--- src/hw/rtl/ubsd_pkg.sv ---
// Types, constants and helper functions shared by the UTF-8 byte stream decoder.
`timescale 1ns / 1ps
`default_nettype none

package ubsd_pkg;

  localparam int unsigned JobDepth = 2;
  localparam int unsigned JobPtrW  = $clog2(JobDepth);
  localparam int unsigned JobCntW  = JobPtrW + 1;

  localparam logic [7:0]  Mask2Lead  = 8'hE0;
  localparam logic [7:0]  Form2Lead  = 8'hC0;
  localparam logic [7:0]  Mask3Lead  = 8'hF0;
  localparam logic [7:0]  Form3Lead  = 8'hE0;
  localparam logic [7:0]  Mask4Lead  = 8'hF8;
  localparam logic [7:0]  Form4Lead  = 8'hF0;
  localparam logic [7:0]  Pay2Mask   = 8'h1F;
  localparam logic [7:0]  Pay3Mask   = 8'h0F;
  localparam logic [7:0]  Pay4Mask   = 8'h07;
  localparam logic [7:0]  ContMask   = 8'h3F;
  localparam logic [20:0] QuestionCp = 21'h00003F;

  typedef struct packed {
    logic [7:0] byte_value;
    logic       text_end;
  } in_word_t;

  typedef struct packed {
    logic [20:0] code_point;
    logic        run_last;
    logic        text_done;
  } out_word_t;

  // A complete buffer to decode: up to four bytes, index of the last one, end flag.
  typedef struct packed {
    logic [3:0][7:0] bytes;
    logic [1:0]      last_idx;
    logic            text_end;
  } job_t;

  // Sequence length minus one implied by a first byte; zero for ASCII or invalid.
  function automatic logic [1:0] seq_len_m1(input logic [7:0] b);
    logic [1:0] len_m1;
    len_m1 = 2'd0;
    if ((b & Mask2Lead) == Form2Lead) begin
      len_m1 = 2'd1;
    end else if ((b & Mask3Lead) == Form3Lead) begin
      len_m1 = 2'd2;
    end else if ((b & Mask4Lead) == Form4Lead) begin
      len_m1 = 2'd3;
    end
    return len_m1;
  endfunction

endpackage

`default_nettype wire

--- src/hw/rtl/ubsd_front.sv ---
// Front end: accepts bytes, collects multi-byte sequences and issues decode jobs.
`timescale 1ns / 1ps
`default_nettype none

module ubsd_front import ubsd_pkg::*; (
  input  wire logic     clk_i,
  input  wire logic     rst_ni,
  input  wire logic     accept_i,
  input  wire in_word_t in_word_i,
  output logic          job_push_o,
  output job_t          job_o
);

  logic [2:0][7:0] held_q;
  logic [1:0]      cnt_q, cnt_d;
  logic [3:0][7:0] bytes;
  logic [7:0]      lead;
  logic            hold;

  always_comb begin
    for (int j = 0; j < 3; j++) begin
      bytes[j] = held_q[j];
    end
    bytes[3]        = '0;
    bytes[cnt_q]    = in_word_i.byte_value;
    lead            = bytes[0];
    hold            = !in_word_i.text_end && (cnt_q < seq_len_m1(lead));
    job_push_o      = accept_i && !hold;
    job_o.bytes     = bytes;
    job_o.last_idx  = cnt_q;
    job_o.text_end  = in_word_i.text_end;
    cnt_d           = cnt_q;
    if (accept_i) begin
      cnt_d = hold ? cnt_q + 2'd1 : 2'd0;
    end
  end

  always_ff @(posedge clk_i or negedge rst_ni) begin
    if (!rst_ni) begin
      cnt_q <= 2'd0;
    end else begin
      cnt_q <= cnt_d;
    end
  end

  always_ff @(posedge clk_i) begin
    if (accept_i && hold) begin
      held_q[cnt_q] <= in_word_i.byte_value;
    end
  end

endmodule

`default_nettype wire

--- src/hw/rtl/ubsd_job_fifo.sv ---
// Short queue of decode jobs between the front end and the back end.
`timescale 1ns / 1ps
`default_nettype none

module ubsd_job_fifo import ubsd_pkg::*; (
  input  wire logic clk_i,
  input  wire logic rst_ni,
  input  wire logic push_i,
  input  wire job_t job_i,
  input  wire logic pop_i,
  output logic      full_o,
  output logic      empty_o,
  output job_t      head_o
);

  job_t               mem_q [JobDepth];
  logic [JobPtrW-1:0] wr_ptr_q, rd_ptr_q;
  logic [JobCntW-1:0] count_q;

  assign full_o  = (count_q == JobCntW'(JobDepth));
  assign empty_o = (count_q == '0);
  assign head_o  = mem_q[rd_ptr_q];

  always_ff @(posedge clk_i or negedge rst_ni) begin
    if (!rst_ni) begin
      wr_ptr_q <= '0;
      rd_ptr_q <= '0;
      count_q  <= '0;
    end else begin
      if (push_i) begin
        wr_ptr_q <= wr_ptr_q + 1'b1;
      end
      if (pop_i) begin
        rd_ptr_q <= rd_ptr_q + 1'b1;
      end
      if (push_i && !pop_i) begin
        count_q <= count_q + 1'b1;
      end else if (pop_i && !push_i) begin
        count_q <= count_q - 1'b1;
      end
    end
  end

  always_ff @(posedge clk_i) begin
    if (push_i) begin
      mem_q[wr_ptr_q] <= job_i;
    end
  end

endmodule

`default_nettype wire

--- src/hw/rtl/ubsd_back.sv ---
// Back end: walks a decode job and emits one code point per cycle into the output register while it is free or popped.
`timescale 1ns / 1ps
`default_nettype none

module ubsd_back import ubsd_pkg::*; (
  input  wire logic clk_i,
  input  wire logic rst_ni,
  input  wire job_t job_i,
  input  wire logic job_empty_i,
  output logic      job_pop_o,
  input  wire logic pop_i,
  output logic      empty_o,
  output out_word_t out_word_o
);

  logic [1:0] pos_q;
  logic [1:0] k_q;
  out_word_t  out_q;
  logic       out_valid_q;

  logic       advance;
  logic [7:0] b0, b1, b2, b3;
  logic [1:0] len_m1;
  logic [2:0] pos_w, last_w, step;
  logic [20:0] cp;
  logic       last;

  always_comb begin
    advance = !job_empty_i && (!out_valid_q || pop_i);
    b0      = job_i.bytes[pos_q];
    b1      = job_i.bytes[pos_q + 2'd1];
    b2      = job_i.bytes[pos_q + 2'd2];
    b3      = job_i.bytes[pos_q + 2'd3];
    len_m1  = seq_len_m1(b0);
    pos_w   = {1'b0, pos_q};
    last_w  = {1'b0, job_i.last_idx};
    cp      = QuestionCp;
    step    = 3'd1;
    if (!b0[7]) begin
      cp = {13'd0, b0};
    end else if (len_m1 == 2'd1 && pos_w + 3'd1 <= last_w) begin
      cp   = {10'd0, 5'(b0 & Pay2Mask), 6'(b1 & ContMask)};
      step = 3'd2;
    end else if (len_m1 == 2'd2 && pos_w + 3'd2 <= last_w) begin
      cp   = {5'd0, 4'(b0 & Pay3Mask), 6'(b1 & ContMask), 6'(b2 & ContMask)};
      step = 3'd3;
    end else if (len_m1 == 2'd3 && pos_w + 3'd3 <= last_w) begin
      cp   = {3'(b0 & Pay4Mask), 6'(b1 & ContMask), 6'(b2 & ContMask),
              6'(b3 & ContMask)};
      step = 3'd4;
    end
    last      = (pos_w + step > last_w) || (k_q == 2'd2);
    job_pop_o = advance && last;
  end

  assign empty_o    = !out_valid_q;
  assign out_word_o = out_q;

  always_ff @(posedge clk_i or negedge rst_ni) begin
    if (!rst_ni) begin
      pos_q       <= 2'd0;
      k_q         <= 2'd0;
      out_valid_q <= 1'b0;
    end else begin
      if (advance) begin
        out_valid_q <= 1'b1;
        if (last) begin
          pos_q <= 2'd0;
          k_q   <= 2'd0;
        end else begin
          pos_q <= 2'(pos_w + step);
          k_q   <= k_q + 2'd1;
        end
      end else if (pop_i) begin
        out_valid_q <= 1'b0;
      end
    end
  end

  always_ff @(posedge clk_i) begin
    if (advance) begin
      out_q.code_point <= cp;
      out_q.run_last   <= last;
      out_q.text_done  <= last && job_i.text_end;
    end
  end

endmodule

`default_nettype wire

--- src/hw/rtl/utf8_byte_stream_decoder_unit.sv ---
// Top level of the UTF-8 byte stream decoder.
// The decoder takes one text byte per cycle while full is low and gives code points
// through a queue-like result port. Bytes of a multi-byte sequence are collected in
// the front end without producing a result; a completed buffer becomes a decode job
// in a two-entry queue, and the back end emits one result per cycle from it while
// its output register is free or popped. A result is registered first as a job in
// the queue and then in the output register. A text that ends in the middle of a
// sequence yields up to three results from one byte; the job queue lets the next
// bytes be accepted meanwhile, and full rises only when both job entries are taken.
`timescale 1ns / 1ps
`default_nettype none

module utf8_byte_stream_decoder_unit import ubsd_pkg::*; (
  input  wire logic      clk_i,
  input  wire logic      rst_ni,
  input  wire logic      push,
  output logic           full,
  input  wire in_word_t  in_word_i,
  output logic           empty,
  input  wire logic      pop,
  output out_word_t      out_word_o
);

  logic job_push;
  logic job_pop;
  logic job_full;
  logic job_empty;
  job_t job_in;
  job_t job_head;

  assign full = job_full;

  ubsd_front u_front (
    .clk_i      (clk_i),
    .rst_ni     (rst_ni),
    .accept_i   (push && !job_full),
    .in_word_i  (in_word_i),
    .job_push_o (job_push),
    .job_o      (job_in)
  );

  ubsd_job_fifo u_job_fifo (
    .clk_i   (clk_i),
    .rst_ni  (rst_ni),
    .push_i  (job_push),
    .job_i   (job_in),
    .pop_i   (job_pop),
    .full_o  (job_full),
    .empty_o (job_empty),
    .head_o  (job_head)
  );

  ubsd_back u_back (
    .clk_i       (clk_i),
    .rst_ni      (rst_ni),
    .job_i       (job_head),
    .job_empty_i (job_empty),
    .job_pop_o   (job_pop),
    .pop_i       (pop),
    .empty_o     (empty),
    .out_word_o  (out_word_o)
  );

  a_push_needs_room : assert property (@(posedge clk_i) disable iff (!rst_ni)
    job_push |-> (push && !job_full))
    else $error("Job issued without an accepted word.");

  a_pop_needs_job : assert property (@(posedge clk_i) disable iff (!rst_ni)
    job_pop |-> !job_empty)
    else $error("Job retired from an empty queue.");

  a_done_is_last : assert property (@(posedge clk_i) disable iff (!rst_ni)
    (!empty && out_word_o.text_done) |-> out_word_o.run_last)
    else $error("End of text flagged on a result that is not the last of its word.");

endmodule

`default_nettype wire
--- config.mk ---
export PLATFORM = sky130hd
export DESIGN_NAME = utf8_byte_stream_decoder_unit
export DESIGN_NICKNAME = d
export VERILOG_FILES = /design/src/hw/rtl/ubsd_pkg.sv /design/src/hw/rtl/ubsd_front.sv /design/src/hw/rtl/ubsd_job_fifo.sv /design/src/hw/rtl/ubsd_back.sv /design/src/hw/rtl/utf8_byte_stream_decoder_unit.sv
export SDC_FILE = /design/constraint.sdc
export NUM_CORES = 1
export LEC_CHECK = 0
export BUFFER_PORTS_ARGS = -buffer_cell sky130_fd_sc_hd__buf_2
export CAP_MARGIN = 10
export CORE_MARGIN = 2
export CORE_UTILIZATION = 55
export CTS_CLUSTER_DIAMETER = 150
export CTS_CLUSTER_SIZE = 14
export DETAILED_ROUTE_END_ITERATION = 10
export PLACE_DENSITY = 0.76
export SETUP_SLACK_MARGIN = 0.5
export SYNTH_ARGS = -nofsm -noshare
export SYNTH_HDL_FRONTEND = slang
export SYNTH_SLANG_ARGS = --single-unit
export TNS_END_PERCENT = 30
--- constraint.sdc ---
create_clock -name clk_i -period 5.5 [get_ports clk_i]
set_input_delay 0.55 -clock clk_i [delete_from_list [all_inputs] [get_ports clk_i]]
set_output_delay 0.55 -clock clk_i [all_outputs]
set_load 0.005 [all_outputs]
==> run metrics, run 1 <==
final worst path period share=86.25%; Post-synth ARST share=8.594%; WL/cell=20.46 um; Filler cells=772; most frequent cells in the layout=edfxtp_1 (117), mux2_2 (42), buf_2 (37); HPWL after DPL=8.706 mm; final setup fails=0; status=complete, no violations; Final min period=4.744 ns; Num CTS Buffers=17; commonest non-fill, non-tap cell in the layout=edfxtp_1; CTS H-tree depth=4; non-filler instance count after layout=628; first drt pass iteration count=6; core area=10940 um2; drt initial violations=253; starting density of the core=57.11%; Post-Syn Area=6245 um2; final instance area=7341 um2; DIE AREA=12220 um2; EDFF count, synth=117; Post-Synth Simple-Gate Area=7.393%; XOR/XNOR share of the synthesized area=0.8415%; gr usage total=22.26%; crit path from=u_job_fifo.rd_ptr_q$_DFFE_PN0P_; area of the multi-input gates=2395 um2; Final #Nets=505; max_cap viols=0; total power=0.004876 W; Clock transition at path regs=0.06 ns; CP startpoint kind=register; vias in the first global route=3917; Clock Tree Root=clkbuf_16; final core occ=67.13%; leakage power=2.717 nW; r2r endpoint=u_job_fifo.count_q[1]$_DFFE_PN0P_; Arrival @ worst endpoint=5.07 ns; DP Cell Count=591; Final Hold Fails=0; vias per std cell=6.104; I/O pin count=38; largest net degree at the start of global routing=36; worst hold path type=primary input to asynchronous set/reset pin; die height=110.6 um; Clock Path Buffers=2; CP max FO=8; Synth Area in Compound Gates=6.752%; Synthesized Nets=451; Primary FF master, synth=edfxtp_1; unrepaired setup endpoints after global routing=false; post-synthesis adder-cell area fraction=3.847%; Rel. slew slack=37.95%; antenna viol nets, final=0; mux share of post-synthesis cell area=18.29%; CTS tree=built; Post-Synthesis Cells=420; Worst R2R Setup Slack=0.76 ns; Max Clk Rate=0.2108 GHz; first-pass GRT wire length=20.76 mm; worst path required time=5.83 ns; total number of vias=3833; largest family of logic cells by synthesized area=multiplexers; initial antenna violation count=1; Residual DRC=0; Avg Cell Area, Syn=14.87 um2; Die X=110.6 um; Crit. End Element=register; Setup TNS=0 ns; ratio of cells with drive above 1 in the final layout=32.03%; Reg area=3794 um2; Fin Clk Skew=0.01169 ns; worst-margin pin slew=0.9298 ns; register area share after synthesis=60.67%; critical path class=register to register; Final Wtd Congestion=0.9067; Seq cells post-synth=128; Area after DPL=6628 um2; warnings from Yosys=0; clk_lat worst skew=0.42 ns; Max Transition Viols Final=0; Register-to-Register Path Depth=20; worst ir drop on vdd=0.3216 mV; PD cells=664.3 nW/um2; Area Overhead vs Synth=17.55%; overflow left after global routing=0; post-synthesis cell type count=50; final wirelength=12.85 mm; PortBufs=37; launch point of the worst reg-to-reg path=u_job_fifo.rd_ptr_q$_DFFE_PN0P_; Clock Sink Count=128; row count=38
-- through the flow --
stage	setup slack, ns	hold WS (ns)
final	0.7564	0.01393
after global routing	0.4999	0.01705
after CTS	0.6079	0.003597
after global placement	0.5085	0.4507
after detailed placement	0.3184	0.4566
after floorplan	0.5168	0.2544
-- layout make-up --
class	count	area share [%]
tap	140	2.386
inverter	15	0.7670
antenna	1	0.03409
multi-input combinational	260	32.62
sequential	128	51.68
clock buffer	19	5.897
timing repair buffer	52	4.057
clock inverter	13	2.557
-- worst max path at each step --
stage / end / slack, ns / cells after the start
floorplan: u_job_fifo.count_q[1]$_DFFE_PN0P_ / 0.52 / 25
global placement: u_job_fifo.count_q[1]$_DFFE_PN0P_ / 0.51 / 20
detailed placement: u_job_fifo.count_q[1]$_DFFE_PN0P_ / 0.32 / 19
CTS: u_job_fifo.count_q[1]$_DFFE_PN0P_ / 0.61 / 19
global route: u_job_fifo.count_q[1]$_DFFE_PN0P_ / 0.50 / 20
finish: u_job_fifo.count_q[1]$_DFFE_PN0P_ / 0.76 / 20
-- kinds of logic after synthesis --
group | Yosys count
flip-flops | 128
multiplexers | 90
adder cells (fa/ha/maj) | 18
buffers and inverters | 32
AND/OR/NAND/NOR | 89
XOR/XNOR | 6
AO/OA/AOI/OAI | 57
-- flip-flops by register name (all words and copies together) (netlist names) --
| signal | count |
|---|---|
| u_back.out_word_o | 23 |
| u_job_fifo.wr_ptr_q | 1 |
| u_back.pos_q | 2 |
| u_job_fifo.mem_q | 70 |
| u_back.k_q | 2 |
| u_back.out_valid_q | 1 |
| u_front.cnt_q | 2 |
| u_job_fifo.rd_ptr_q | 1 |
| u_job_fifo.count_q | 2 |
| u_front.held_q | 24 |
-- cells in the mapped netlist, types with 5 or more instances --
| library cell | number | area, um2 |
|---|---|---|
| o21ai_0 | 12 | 60.06 |
| nand3_1 | 7 | 35.03 |
| buf_1 | 5 | 18.77 |
| a211oi_1 | 6 | 45.04 |
| dfrtp_1 | 11 | 275.3 |
| ha_1 | 16 | 200.2 |
| mux2_2 | 42 | 473.0 |
| inv_1 | 14 | 52.55 |
| nand2_1 | 18 | 67.56 |
| mux4_2 | 15 | 337.8 |
| nor2b_1 | 7 | 43.79 |
| a221oi_1 | 7 | 61.31 |
| edfxtp_1 | 117 | 3513 |
| mux2i_1 | 32 | 320.3 |
| nor2_1 | 29 | 108.9 |
| o22ai_1 | 5 | 31.28 |
| buf_2 | 5 | 25.02 |
| and2_1 | 10 | 62.56 |
| clkbuf_1 | 5 | 18.77 |
-- power by group --
group	switching, W	internal, W	total (W)
clock network	0.000418	0.000759	0.00118
logic	0.00124	0.000928	0.00217
registers	0.0000910	0.00144	0.00153
total	0.00175	0.00313	0.00488
-- worst max-delay path, stage by stage (launching register included) --
cell and delay (ns):
dfrtp_4 0.51, mux2i_4 0.22, inv_1 0.11, fa_1 0.54, nor2b_1 0.18, a2bb2oi_1 0.12, nand4bb_4 0.24, nor3_4 0.22
nor2_1 0.08, ha_1 0.20, fa_1 0.46, ha_1 0.31, nor2b_1 0.14, a2bb2oi_1 0.21, nor2_2 0.11, o311ai_1 0.13
o211ai_2 0.18, ha_1 0.25, xor2_1 0.14, nor2_1 0.12, xor2_1 0.20
-- per-layer routing --
metal | routed length (um) | up-vias | GRT usage (%)
li1 | - | 1751 | -
met1 | 5566 | 1919 | 29.38
met2 | 6346 | 137 | 34.85
met3 | 691 | 26 | 6.531
met4 | 247 | 0 | 9.167
met5 | 0 | - | 0
-- repair_timing --
item	CTS	global route
endpoints found under the setup margin	2	2
hold buffers	0	0
resized for setup	2	11
pin swaps	1	2
gates cloned	0	0
buffers inserted	3	1
Note: power is estimated with default switching activity, not from simulation.
==> run 2, diff against run 1 <==
--- a/config.mk
+++ b/config.mk
@@ -8,11 +8,10 @@
 export BUFFER_PORTS_ARGS = -buffer_cell sky130_fd_sc_hd__buf_2
 export CAP_MARGIN = 10
 export CORE_MARGIN = 2
-export CORE_UTILIZATION = 55
+export CORE_UTILIZATION = 45
 export CTS_CLUSTER_DIAMETER = 150
 export CTS_CLUSTER_SIZE = 14
 export DETAILED_ROUTE_END_ITERATION = 10
-export PLACE_DENSITY = 0.76
 export SETUP_SLACK_MARGIN = 0.5
 export SYNTH_ARGS = -nofsm -noshare
 export SYNTH_HDL_FRONTEND = slang
==> run metrics, run 2 (synthesized netlist as in run 1, its figures left out) <==
status=complete, no violations (unchanged); Clock transition at path regs=0.06 ns (about the same); Rel. slew slack=36.20% (was 37.95%); Register-to-Register Path Depth=18 (was 20); Seq pwr share=31.9% (was 31.4%); sw frac=36.03% (was 35.89%); worst ir drop on vdd=0.2696 mV (was 0.3216 mV); Die X=121.8 um (was 110.6 um); CP startpoint kind=register (unchanged); Antenna Cells=0 (was 1); GRT busiest layer=met2 (unchanged); row count=43 (was 38); initial antenna violation count=0 (was 1); die height=121.8 um (was 110.6 um); CP max FO=38 (was 8); final worst path period share=87.31% (was 86.25%); Final Wtd Congestion=0.9078 (was 0.9067); Final Hold Fails=0 (unchanged); antenna viol nets, final=0 (unchanged); first-pass GRT wire length=20.69 mm (was 20.76 mm); final wirelength=13.03 mm (was 12.85 mm); WL/cell=19.54 um (was 20.46 um); DIE AREA=14840 um2 (was 12220 um2); CTS tree=built (unchanged); routing usage on met2=30.10% (was 34.85%); number of flip-flops in the largest register=70 (unchanged); vias in the first global route=3708 (was 3917); Filler cells=1130 (was 772); worst hold path type=primary input to asynchronous set/reset pin (unchanged); crit-path most repeated cell=ha_1 (unchanged); met1 Track Usage GR=25.02% (was 29.38%); largest net degree at the start of global routing=39 (was 36); Net Switching=0.001714 W (was 0.001750 W); ratio of cells with drive above 1 in the final layout=30.39% (was 32.03%); met3 usage=4.401% (was 6.531%); starting density of the core=45.52% (was 57.11%); non-filler instance count after layout=667 (was 628); Clock Power Share=22.2% (was 24.1%); critical path class=register to register (unchanged); PortBufs=37 (unchanged); DP Cell Count=631 (was 591); HPWL after DPL=8.906 mm (was 8.706 mm); Fin Clk Skew=0.008433 ns (was 0.01169 ns); gr usage total=19.02% (was 22.26%); Top delay family on crit path=adder cells (unchanged); CTS H-tree depth=4 (unchanged); Max Clk Rate=0.2082 GHz (was 0.2108 GHz); final instance area=7307 um2 (was 7341 um2); leakage power=2.694 nW (was 2.717 nW); Final #Nets=505 (unchanged); Crit path buffers/inverters=1 (unchanged); Gate power share=46.0% (was 44.5%); Area after DPL=6690 um2 (was 6628 um2); Num CTS Buffers=17 (unchanged); first drt pass iteration count=4 (was 6); Most flops, register=u_job_fifo.mem_q (unchanged); Clock Sink Count=128 (unchanged); Max Transition Viols Final=0 (unchanged); Worst path slowest cell=mux4_2 (was fa_1); Residual DRC=0 (unchanged); critical path depth in cells=18 (was 20); worst path required time=5.84 ns (was 5.83 ns); Area Overhead vs Synth=17.01% (was 17.55%); vias per std cell=5.555 (was 6.104); I/O pin count=38 (unchanged); final setup fails=0 (unchanged); hold_buf cts=0 (unchanged); overflow left after global routing=0 (unchanged); Arrival @ worst endpoint=5.14 ns (was 5.07 ns); Crit. End Element=register (unchanged); crit-path max cell delay=0.55 ns (was 0.54 ns); critical path, cell by cell=buf_12 -> mux2_2 -> mux4_2 -> nand2b_1 -> nor3_4 -> nor2_1 -> ha_1 -> fa_1 -> ha_1 -> nor2b_1 -> a2bb2oi_2 -> nor2_4 -> o311ai_1 -> o211ai_2 -> ha_1 -> xor2_1 -> nor2_1 -> xor2_1 (was mux2i_4 -> inv_1 -> fa_1 -> nor2b_1 -> a2bb2oi_1 -> nand4bb_4 -> nor3_4 -> nor2_1 -> ha_1 -> fa_1 -> ha_1 -> nor2b_1 -> a2bb2oi_1 -> nor2_2 -> o311ai_1 -> o211ai_2 -> ha_1 -> xor2_1 -> nor2_1 -> xor2_1); Final min period=4.802 ns (was 4.744 ns); core area=13720 um2 (was 10940 um2); drt initial violations=275 (was 253); PD cells=650.8 nW/um2 (was 664.3 nW/um2); most frequent cells in the layout=edfxtp_1 (117), mux2_2 (42), buf_2 (37) (unchanged); clk_lat worst skew=0.42 ns (about the same); Clock Tree Root=clkbuf_16 (unchanged); worst-margin pin slew=0.9550 ns (was 0.9298 ns); P_int=0.003042 W (was 0.003126 W); Clock Path Buffers=2 (unchanged); total number of vias=3705 (was 3833); commonest non-fill, non-tap cell in the layout=edfxtp_1 (unchanged); unrepaired setup endpoints after global routing=false (unchanged); max_cap viols=0 (unchanged); Setup TNS=0 ns (unchanged)
## run 2: cell count changes in the layout (fill, tap and decap cells not counted), sizes merged
cell | previous run | this run
bufinv | 4 | 1
clkbuf | 19 | 27
clkinv | 6 | 3
clkinvlp | 3 | 2
diode | 1 | 0
inv | 15 | 14
## run 2: per-layer routing
metal  up-vias  part of all wire [%]  wire length [um]
met1      1829                    45              5818
met3        24                   5.3               691
li1       1743                     -                 -
met2       109                    48              6193
met5         -                     0                 0
met4         0                   2.5               327
## run 2: worst paths after layout
| kind | from | to | slack (ns) |
|---|---|---|---|
| hold reg to reg | u_back.k_q[1]$_DFFE_PN0P_ | u_back.k_q[1]$_DFFE_PN0P_ | 0.51 |
| hold / removal | rst_ni | u_back.pos_q[0]$_DFFE_PN0P_ | 0.01 |
| max in group asynchronous | rst_ni | u_job_fifo.rd_ptr_q$_DFFE_PN0P_ | 5.24 |
| setup / recovery | u_job_fifo.rd_ptr_q$_DFFE_PN0P_ | u_job_fifo.count_q[1]$_DFFE_PN0P_ | 0.70 |
| min in group clk_i | in_word_i[0] | u_job_fifo.mem_q[0][0]$_DFFE_PP_ | 0.36 |
| setup reg to reg | u_job_fifo.rd_ptr_q$_DFFE_PN0P_ | u_job_fifo.count_q[1]$_DFFE_PN0P_ | 0.70 |
## run 2: through the flow
step           worst slack, ns  hold slack (ns)  utilization [%]  power [W]
2_1_floorplan           0.5168           0.2544                -   0.003057
4_1_cts                 0.6157          0.01451            52.83   0.004701
6_report                0.6978          0.01114            53.26   0.004756
5_1_grt                 0.4988          0.01626            53.26   0.005049
3_3_place_gp            0.7804           0.4517            48.76   0.003604
3_5_place_dp            0.6220           0.4567            48.76   0.003636
## run 2: repair_timing
action / CTS / global route
endpoints found under the hold margin: 0 / 0
endpoints found under the setup margin: 0 / 2
setup buffers: 0 / 4
gates resized for setup: 0 / 6
## run 2: worst register-to-register path, cell delays in order, from the launching register on
cell and delay (ns):
dfrtp_2 0.39, buf_12 0.25, mux2_2 0.43, mux4_2 0.55, nand2b_1 0.29, nor3_4 0.31
nor2_1 0.10, ha_1 0.21, fa_1 0.47, ha_1 0.33, nor2b_1 0.18, a2bb2oi_2 0.20
nor2_4 0.09, o311ai_1 0.12, o211ai_2 0.17, ha_1 0.25, xor2_1 0.14, nor2_1 0.12
xor2_1 0.14
## run 2: layout make-up
class | count | area, um2 | share of cell area [%]
Clock buffer | 27 | 503.0 | 6.884
Clock inverter | 5 | 55.05 | 0.7534
Inverter | 15 | 56.30 | 0.7705
Multi-Input combinational cell | 260 | 2367 | 32.40
Sequential cell | 128 | 3790 | 51.87
Tap cell | 180 | 225.2 | 3.082
Timing Repair Buffer | 52 | 310.3 | 4.247
## run 2: power by group through the flow
stage / logic, W / registers [W] / clock network [W]
after detailed placement: 0.00210 / 0.00154 / 0
after global routing: 0.00239 / 0.00154 / 0.00111
after floorplan: 0.00152 / 0.00154 / 0
after global placement: 0.00207 / 0.00153 / 0
after CTS: 0.00211 / 0.00152 / 0.00107
final: 0.00219 / 0.00152 / 0.00105
